===== src/rtl/fds_pkg.sv =====
// Package for the Forth data stack ALU: operator codes, request/result types.
// No dependencies.
package fds_pkg;
  typedef enum logic [4:0] {
    OP_PUSH = 5'd0, OP_POP = 5'd1, OP_TOP = 5'd2, OP_DUP = 5'd3, OP_2DUP = 5'd4,
    OP_SWAP = 5'd5, OP_ADD = 5'd6, OP_SUB = 5'd7, OP_MUL = 5'd8, OP_DIV = 5'd9,
    OP_DROP = 5'd10, OP_2DROP = 5'd11, OP_OVER = 5'd12, OP_2OVER = 5'd13,
    OP_ROT = 5'd14, OP_MOD = 5'd15, OP_DIVMOD = 5'd16, OP_2SWAP = 5'd17
  } op_e;

  typedef struct packed {
    logic [4:0]         req_type;
    logic signed [31:0] push_value;
  } req_t;

  typedef struct packed {
    logic               ok;
    logic signed [31:0] result_value;
    logic [6:0]         entry_count;
  } rsp_t;

  typedef struct packed {
    logic        start;
    logic        is_div;
    logic        is_mul;
    logic [31:0] a;
    logic [31:0] b;
  } alu_cmd_t;
endpackage


===== src/rtl/forth_data_stack_alu.sv =====
// Forth data stack ALU top level: sequencer, stack memory, shared ALU.
// Divide, MOD and /MOD use the shared divider, which produces one quotient bit per
// cycle. One request at a time: busy is high from accept through the strobe cycle,
// so the block cannot take a new request before the result strobe of the last one.
// Reset clears the entry count and sets the stack limit (limit_q) to 64; memory is not cleared.
module forth_data_stack_alu #(
  parameter int STACK_DEPTH = 64
) (
  input  logic          clk_i,
  input  logic          rst_ni,
  input  logic          start,
  output logic          busy,
  input  fds_pkg::req_t req_i,
  input  logic          cfg_valid_i,
  output logic          cfg_ready_o,
  input  logic [6:0]    cfg_data_i,
  output logic          done_o,
  output fds_pkg::rsp_t rsp_o
);
  import fds_pkg::*;

  localparam int AW = $clog2(STACK_DEPTH);
  localparam int CW = $clog2(STACK_DEPTH + 1);

  typedef enum logic [2:0] {
    S_IDLE, S_READ, S_CAP, S_ALU, S_WRITE, S_TOPRD, S_TOPCAP, S_DONE
  } state_e;

  state_e      state_q;
  logic [CW-1:0] cnt_q, lim_eff;
  logic [6:0]  limit_q;
  logic [4:0]  op_q;
  logic [31:0] pv_q;
  logic [31:0] ent_q [4];
  logic [2:0]  idx_q;
  logic [31:0] mem [STACK_DEPTH];
  logic [31:0] rd_q;
  logic [AW-1:0] raddr;
  logic        ok_q;
  logic [31:0] res_q;
  logic [31:0] wv_q [4];
  logic [2:0]  wn_q;
  logic [CW-1:0] newcnt_q;
  logic        rd_en;
  logic        we;
  logic [AW-1:0] waddr;
  logic [31:0] wdata;
  logic        done_q;
  alu_cmd_t    alu_cmd;
  logic        alu_done;
  logic [31:0] quot, rem, prod;

  logic [2:0] need, grow;
  always_comb begin
    need = 3'd0; grow = 3'd0;
    case (op_e'(req_i.req_type))
      OP_PUSH:   grow = 3'd1;
      OP_POP, OP_TOP, OP_DROP: need = 3'd1;
      OP_DUP:    begin need = 3'd1; grow = 3'd1; end
      OP_2DUP:   begin need = 3'd2; grow = 3'd2; end
      OP_OVER:   begin need = 3'd2; grow = 3'd1; end
      OP_2OVER:  begin need = 3'd4; grow = 3'd2; end
      OP_ROT:    need = 3'd3;
      OP_2SWAP:  need = 3'd4;
      default:   need = 3'd2;
    endcase
  end

  assign lim_eff = ({25'd0, limit_q} > 32'(STACK_DEPTH)) ? CW'(STACK_DEPTH)
                                                       : CW'(limit_q);

  logic accept, legal;
  assign accept = start && !busy;
  assign legal = (req_i.req_type <= 5'(OP_2SWAP)) && (cnt_q >= CW'(need)) &&
                 (grow == 3'd0 || ({1'b0, cnt_q} + (CW+1)'(grow)) <= {1'b0, lim_eff});

  // entries read: number of top entries to fetch into ent_q[0]=top .. [3]
  logic [2:0] nread_q;

  always_comb begin
    raddr = AW'(cnt_q - CW'(1) - CW'(idx_q));
    if (state_q == S_TOPRD) raddr = AW'(newcnt_q - CW'(1));
  end

  always_ff @(posedge clk_i) begin
    if (rd_en) rd_q <= mem[raddr];
    if (we) mem[waddr] <= wdata;
  end

  assign rd_en = (state_q == S_READ) || (state_q == S_TOPRD);
  assign we = (state_q == S_WRITE) && (idx_q < wn_q);
  assign wdata = wv_q[idx_q[1:0]];
  always_comb begin
    waddr = AW'(newcnt_q - CW'(1) - CW'(idx_q));
  end

  always_comb begin
    alu_cmd.start = (state_q == S_ALU) && (idx_q == 3'd0) &&
                    (op_q == 5'(OP_MUL) ||
                     ((op_q == 5'(OP_DIV) || op_q == 5'(OP_MOD) ||
                       op_q == 5'(OP_DIVMOD)) && ent_q[0] != 32'd0));
    alu_cmd.is_mul = (op_q == 5'(OP_MUL));
    alu_cmd.is_div = (op_q != 5'(OP_MUL));
    alu_cmd.a = ent_q[1];
    alu_cmd.b = ent_q[0];
  end

  fds_alu u_alu (
    .clk_i, .rst_ni, .cmd_i(alu_cmd), .done_o(alu_done),
    .quot_o(quot), .rem_o(rem), .prod_o(prod)
  );

  always_ff @(posedge clk_i or negedge rst_ni) begin
    if (!rst_ni) begin
      state_q <= S_IDLE; cnt_q <= '0; limit_q <= 7'd64; done_q <= 1'b0;
      idx_q <= '0; nread_q <= '0; wn_q <= '0; newcnt_q <= '0; ok_q <= 1'b0;
    end else begin
      done_q <= 1'b0;
      if (cfg_valid_i && cfg_ready_o) limit_q <= cfg_data_i;
      case (state_q)
        S_IDLE: if (accept) begin
          op_q <= req_i.req_type; pv_q <= req_i.push_value;
          idx_q <= '0; ok_q <= legal; newcnt_q <= cnt_q; wn_q <= '0;
          if (!legal) state_q <= S_TOPRD;
          else begin
            nread_q <= need;
            state_q <= (need == 3'd0) ? S_ALU : S_READ;
          end
        end
        S_READ: state_q <= S_CAP;
        S_CAP: begin
          ent_q[idx_q[1:0]] <= rd_q;
          if (idx_q + 3'd1 == nread_q) begin idx_q <= '0; state_q <= S_ALU; end
          else begin idx_q <= idx_q + 3'd1; state_q <= S_READ; end
        end
        S_ALU: begin
          idx_q <= 3'd1;
          state_q <= S_WRITE;
          case (op_e'(op_q))
            OP_PUSH: begin wv_q[0] <= pv_q; wn_q <= 3'd1; newcnt_q <= cnt_q + CW'(1); end
            OP_POP: begin res_q <= ent_q[0]; newcnt_q <= cnt_q - CW'(1); end
            OP_DUP: begin wv_q[0] <= ent_q[0]; wn_q <= 3'd1; newcnt_q <= cnt_q + CW'(1); end
            OP_2DUP: begin
              wv_q[0] <= ent_q[0]; wv_q[1] <= ent_q[1]; wn_q <= 3'd2;
              newcnt_q <= cnt_q + CW'(2);
            end
            OP_SWAP: begin wv_q[0] <= ent_q[1]; wv_q[1] <= ent_q[0]; wn_q <= 3'd2; end
            OP_ADD: begin wv_q[0] <= ent_q[1] + ent_q[0]; wn_q <= 3'd1;
              newcnt_q <= cnt_q - CW'(1); end
            OP_SUB: begin wv_q[0] <= ent_q[1] - ent_q[0]; wn_q <= 3'd1;
              newcnt_q <= cnt_q - CW'(1); end
            OP_DROP: newcnt_q <= cnt_q - CW'(1);
            OP_2DROP: newcnt_q <= cnt_q - CW'(2);
            OP_OVER: begin wv_q[0] <= ent_q[1]; wn_q <= 3'd1; newcnt_q <= cnt_q + CW'(1); end
            OP_2OVER: begin
              wv_q[0] <= ent_q[2]; wv_q[1] <= ent_q[3]; wn_q <= 3'd2;
              newcnt_q <= cnt_q + CW'(2);
            end
            OP_ROT: begin
              wv_q[0] <= ent_q[2]; wv_q[1] <= ent_q[0]; wv_q[2] <= ent_q[1]; wn_q <= 3'd3;
            end
            OP_2SWAP: begin
              wv_q[0] <= ent_q[2]; wv_q[1] <= ent_q[3]; wv_q[2] <= ent_q[0];
              wv_q[3] <= ent_q[1]; wn_q <= 3'd4;
            end
            OP_MUL, OP_DIV, OP_MOD, OP_DIVMOD: begin
              if (op_q != 5'(OP_MUL) && ent_q[0] == 32'd0) begin
                ok_q <= 1'b0; state_q <= S_TOPRD;
              end else if (idx_q == 3'd0 || !alu_done) begin
                idx_q <= 3'd1; state_q <= S_ALU;
              end else begin
                case (op_e'(op_q))
                  OP_MUL: begin wv_q[0] <= prod; wn_q <= 3'd1;
                    newcnt_q <= cnt_q - CW'(1); end
                  OP_DIV: begin wv_q[0] <= quot; wn_q <= 3'd1;
                    newcnt_q <= cnt_q - CW'(1); end
                  OP_MOD: begin wv_q[0] <= rem; wn_q <= 3'd1;
                    newcnt_q <= cnt_q - CW'(1); end
                  default: begin wv_q[0] <= quot; wv_q[1] <= rem; wn_q <= 3'd2; end
                endcase
              end
            end
            default: ;
          endcase
          if (state_q == S_ALU && !(op_q >= 5'(OP_MUL) && op_q <= 5'(OP_DIV)) &&
              op_q != 5'(OP_MOD) && op_q != 5'(OP_DIVMOD))
            idx_q <= '0;
          else if (alu_done) idx_q <= '0;
        end
        S_WRITE: begin
          if (idx_q + 3'd1 >= wn_q || wn_q == 3'd0) begin
            cnt_q <= newcnt_q; idx_q <= '0;
            state_q <= (op_q == 5'(OP_POP)) ? S_DONE : S_TOPRD;
          end else idx_q <= idx_q + 3'd1;
        end
        S_TOPRD: state_q <= S_TOPCAP;
        S_TOPCAP: begin
          res_q <= (newcnt_q == '0) ? 32'd0 : rd_q;
          state_q <= S_DONE;
        end
        S_DONE: begin done_q <= 1'b1; state_q <= S_IDLE; end
        default: state_q <= S_IDLE;
      endcase
    end
  end

  assign busy = (state_q != S_IDLE) || done_q;
  assign cfg_ready_o = 1'b1;
  assign done_o = done_q;
  assign rsp_o.ok = ok_q;
  assign rsp_o.result_value = res_q;
  assign rsp_o.entry_count = 7'(cnt_q);

  a_cnt_bound: assert property (@(posedge clk_i) disable iff (!rst_ni)
    cnt_q <= CW'(STACK_DEPTH)) else $error("count above depth");
  a_done_pulse: assert property (@(posedge clk_i) disable iff (!rst_ni)
    done_q |=> !done_q) else $error("result strobe longer than one cycle");
  a_no_accept: assert property (@(posedge clk_i) disable iff (!rst_ni)
    (state_q != S_IDLE) |-> busy) else $error("ready while working");
endmodule


===== src/rtl/fds_alu.sv =====
// Shared multi-cycle arithmetic unit: multiply and signed divide/remainder.
// Depends on fds_pkg.
module fds_alu (
  input  logic              clk_i,
  input  logic              rst_ni,
  input  fds_pkg::alu_cmd_t cmd_i,
  output logic              done_o,
  output logic [31:0]       quot_o,
  output logic [31:0]       rem_o,
  output logic [31:0]       prod_o
);
  import fds_pkg::*;

  logic        busy_q, busy_d, done_q, done_d;
  logic [5:0]  cnt_q, cnt_d;
  logic [31:0] q_q, q_d, r_q, r_d, d_q, d_d, p_q, p_d;
  logic        nneg_q, nneg_d, dneg_q, dneg_d;
  logic [32:0] trial;
  logic [31:0] rsh;

  always_comb begin
    busy_d = busy_q; done_d = 1'b0; cnt_d = cnt_q;
    q_d = q_q; r_d = r_q; d_d = d_q; p_d = p_q;
    nneg_d = nneg_q; dneg_d = dneg_q;
    rsh = {r_q[30:0], q_q[31]};
    trial = {1'b0, rsh} - {1'b0, d_q};
    if (cmd_i.start) begin
      if (cmd_i.is_mul) begin
        p_d = cmd_i.a * cmd_i.b;
        done_d = 1'b1;
      end else if (cmd_i.is_div) begin
        nneg_d = cmd_i.a[31];
        dneg_d = cmd_i.b[31];
        q_d = cmd_i.a[31] ? -cmd_i.a : cmd_i.a;
        d_d = cmd_i.b[31] ? -cmd_i.b : cmd_i.b;
        r_d = '0;
        cnt_d = 6'd32;
        busy_d = 1'b1;
      end
    end else if (busy_q) begin
      if (cnt_q != 6'd0) begin
        if (!trial[32]) begin
          r_d = trial[31:0];
          q_d = {q_q[30:0], 1'b1};
        end else begin
          r_d = rsh;
          q_d = {q_q[30:0], 1'b0};
        end
        cnt_d = cnt_q - 6'd1;
      end else begin
        q_d = (nneg_q ^ dneg_q) ? -q_q : q_q;
        r_d = nneg_q ? -r_q : r_q;
        busy_d = 1'b0;
        done_d = 1'b1;
      end
    end
  end

  always_ff @(posedge clk_i or negedge rst_ni) begin
    if (!rst_ni) begin
      busy_q <= 1'b0; done_q <= 1'b0; cnt_q <= '0;
    end else begin
      busy_q <= busy_d; done_q <= done_d; cnt_q <= cnt_d;
    end
  end

  always_ff @(posedge clk_i) begin
    q_q <= q_d; r_q <= r_d; d_q <= d_d; p_q <= p_d;
    nneg_q <= nneg_d; dneg_q <= dneg_d;
  end

  assign done_o = done_q;
  assign quot_o = q_q;
  assign rem_o  = r_q;
  assign prod_o = p_q;
endmodule

===== config.mk =====
export PLATFORM = sky130hd
export DESIGN_NAME = forth_data_stack_alu
export DESIGN_NICKNAME = d
export VERILOG_FILES = /design/src/rtl/fds_pkg.sv /design/src/rtl/forth_data_stack_alu.sv /design/src/rtl/fds_alu.sv
export SDC_FILE = /design/constraint.sdc
export NUM_CORES = 2
export LEC_CHECK = 0
export BUFFER_PORTS_ARGS = -buffer_cell sky130_fd_sc_hd__buf_4
export CAP_MARGIN = 10
export CORE_UTILIZATION = 33
export CTS_CLUSTER_DIAMETER = 60
export DETAILED_ROUTE_END_ITERATION = 10
export SLEW_MARGIN = 25
export SYNTH_ARGS = -nofsm -noshare
export SYNTH_HDL_FRONTEND = slang
export SYNTH_HIERARCHICAL = 1
export SYNTH_SLANG_ARGS = --single-unit
export TNS_END_PERCENT = 20

===== constraint.sdc =====
create_clock -name clk_i -period 12.87 [get_ports clk_i]
set_input_delay 1.287 -clock clk_i [delete_from_list [all_inputs] [get_ports clk_i]]
set_output_delay 1.287 -clock clk_i [all_outputs]
set_load 0.05 [all_outputs]

==> results.md <==
- Clock Skew: 0.100 ns
- Mux contribution to synthesized area: 9.73%
- Total grt overflow: 0
- Drt pass-1 iters: 8
- R2R depth: 27
- Fill cell total of the finished layout: 35500
- Synth Cell Area: 127000 um2
- CP most frequent cell: fa_1
- Initial Util: 33.2%
- Cts hold-fix bufs: 0
- Root Buffer: clkbuf_16
- Post-synth ARST share: 1.67%
- Most area-hungry cell type in the Yosys netlist: edfxtp_1
- CTS H-tree lvls: 5
- Req. time, crit path: 13.48 ns
- CP Data Arrival Time: 9.16 ns
- Vias in the first global route: 79700
- Share of layout cells above drive strength 1: 16.0%
- Post-route clock period utilization: 66.5%
- Post-synthesis adder-cell area fraction: 9.06%
- Crit. End Element: flop
- Vias post-DR: 79600
- Post-Syn Area per Cell: 14.5 um2
- Top delay family on crit path: adder cells
- Post-synthesis sequential area ratio: 60.6%
- RD Place Congestion: 0.963
- Total Nets Final: 9624
- Largest family of logic cells by synthesized area: multiplexers
- CTS tree: yes
- Clock latency on the worst-skew pair: 0.95 ns
- Top Ports: 91
- Die height: 623 um
- Syn Nets: 9485
- Hold path depth: 2
- Min-delay src: wn_q[1]$_DFFE_PN0P_
- Total track usage: 21.0%
- Largest net degree at the start of global routing: 121
- Crit path kind: reg -> reg
- Unique masters post-synth: 103
- Postcts setup bufs: 0
- Detailed Route Iter0 Violations: 10000
- Share of the synthesized area in the top cell type: 59.8%
- Fmax: 0.117 GHz
- Via-to-Cell Ratio: 5.61
- CTS buffer count: 292
- Synth top cells by count: 2535 x edfxtp_1, 930 x nand2_1, 600 x inv_1, 520 x mux4_2, 415 x fa_1
- Final WL: 416000 um
- Core area: 383000 um2
- WHS Endpoint: wn_q[1]$_DFFE_PN0P_
- Predominant post-synthesis flop cell: edfxtp_1
- Most frequent cell after synthesis: edfxtp_1
- Routed len/inst: 29.3 um
- Cells resized by post-CTS repair: 0
- Slew of the pin with the lowest slew margin: 1.16 ns
- Instance count on the critical path: 27
- Synth Area in Simple Gates: 7.88%
- Critical Path Slowest Stage Cell: edfxtp_1
- Buf/Inv on CP: 5
- Max clock buf depth: 4
- # port buffers: 89
- Overall die area: 388000 um2
- Die width: 623 um
- Setup TNS: 0 ns
- XOR/XNOR Fraction of Synth Area: 1.81%
- Cells after Synth: 8764
- CP max FO: 24
- Dpl hpwl: 259000 um
- Slowest stage delay, CP: 0.73 ns
- Clock Sinks: 2578
- Post-route ant nets: 0
- # rows: 227
- Fin crit period: 8.55 ns
- Setup slack, reg-to-reg: 4.32 ns
- Antenna violations before repair: 33
- First-pass GRT wire length: 590000 um
- DR DRC count: 0
- Complex-gate fraction of the synthesized area: 7.24%
- Post-synthesis register bit count: 2578
- Max_cap viols: 0
- Yosys warns: 6
- CP startpoint kind: flop
- Reg2reg start: ent_q[0][4]$_DFFE_PP_
- Final setup viols: 0
- Area Overhead vs Synth: 13.3%
- Final Hold Vio Count: 0
- Final-report max-slew violation count: 0
- RSZ-0062 raised after global routing: false
- Number of synthesized flops with an enable pin: 2535
- Critical R2R Capture: u_alu/prod_o[30]$_DFFE_PP_
- Worst rel slew slack: 22.4%
- Reg clk slew, reported paths: 0.06 ns
- Worst Hold Class: reg -> reg
- Run status: finished, final reports clean
- Largest cells by area after synthesis: edfxtp_1 60%, mux4_2 9.2%, fa_1 6.5%
-- per-stage QoR --
step           util, %  setup WS (ns)  std cells  hold WS [ns]  cell area [um2]
5_1_grt           37.6           3.95      14200         0.526           144000
4_1_cts           37.6           4.34      14200         0.498           144000
3_3_place_gp      35.2           4.25      13600         0.470           135000
2_1_floorplan        -           5.31       8764         0.450           127000
3_5_place_dp      35.2           4.39      13600         0.484           135000
6_report          37.6           4.32      14200         0.492           144000
-- sequential cells by signal (all words and copies together), names as in the netlist, 32 cells and up --
signal / flops
mem: 2048
u_alu/prod_o: 32
u_alu/d_q: 32
wv_q: 128
ent_q: 128
u_alu/rem_o: 32
pv_q: 32
res_q: 32
u_alu/quot_o: 32
rd_q: 32
-- final cells by class --
| type | instances | area, um2 | area share (%) |
|---|---|---|---|
| diodes | 21 | 52.6 | 0.0364 |
| clock buffers | 358 | 7700 | 5.34 |
| clock inverters | 168 | 1480 | 1.03 |
| inverters | 604 | 2270 | 1.57 |
| multi-input cells | 5060 | 46300 | 32.1 |
| flip-flops and latches | 2578 | 77200 | 53.5 |
| well taps | 5038 | 6300 | 4.37 |
| repair buffers | 367 | 2960 | 2.05 |
-- logic make-up (layout without fill, tap and decap cells) --
| logic type | after synthesis | after routing |
|---|---|---|
| compound gates | 1405 | 1405 |
| buf+inv | 1126 | 1497 |
| other cells | 1 | 22 |
| xor+xnor | 263 | 263 |
| fa+ha+maj | 673 | 673 |
| simple gates | 2132 | 2132 |
| flops | 2578 | 2578 |
| mux | 586 | 586 |
-- worst min-delay path, stage by stage, from the launching register on --
cell	delay (ns)
dfrtp_1	0.35
nand2_1	0.05
o21ai_0	0.06
-- worst max-delay path by stage --
stage | from | slack [ns] | endpoint
after floorplan | ent_q[1][13]$_DFFE_PP_ | 5.31 | u_alu/prod_o[30]$_DFFE_PP_
after global placement | ent_q[0][4]$_DFFE_PP_ | 4.25 | u_alu/prod_o[30]$_DFFE_PP_
after detailed placement | ent_q[0][4]$_DFFE_PP_ | 4.39 | u_alu/prod_o[30]$_DFFE_PP_
after CTS | ent_q[0][4]$_DFFE_PP_ | 4.34 | u_alu/prod_o[30]$_DFFE_PP_
after global routing | ent_q[0][4]$_DFFE_PP_ | 3.95 | u_alu/prod_o[30]$_DFFE_PP_
final | ent_q[0][4]$_DFFE_PP_ | 4.32 | u_alu/prod_o[30]$_DFFE_PP_
-- placed cells by master, fill, tap and decap left out, drive strengths merged, types with 80 or more instances in the layout --
master	synthesis	final
clkinv	1	120
a21oi	353	353
o21ai	281	281
ha	258	258
xor2	90	90
a31oi	92	92
inv	603	630
edfxtp	2535	2535
clkbuf	323	358
mux4	520	520
a311oi	89	89
fa	415	415
nand3	80	80
nor2	384	384
buf	199	367
and2	410	410
nand2	931	931
xnor2	173	173
a211oi	197	197
-- layer usage --
metal	global-route usage, %	vias to the layer above	routed length, um
met5	0	-	32
met4	11.0	4	24700
met3	3.95	808	39700
met2	32.4	4155	188000
met1	28.2	41700	164000
li1	-	33000	-
Power is left out: the tool's default activity adds up to more than one toggle a clock period on the data nets, which glitch-free logic cannot reach.
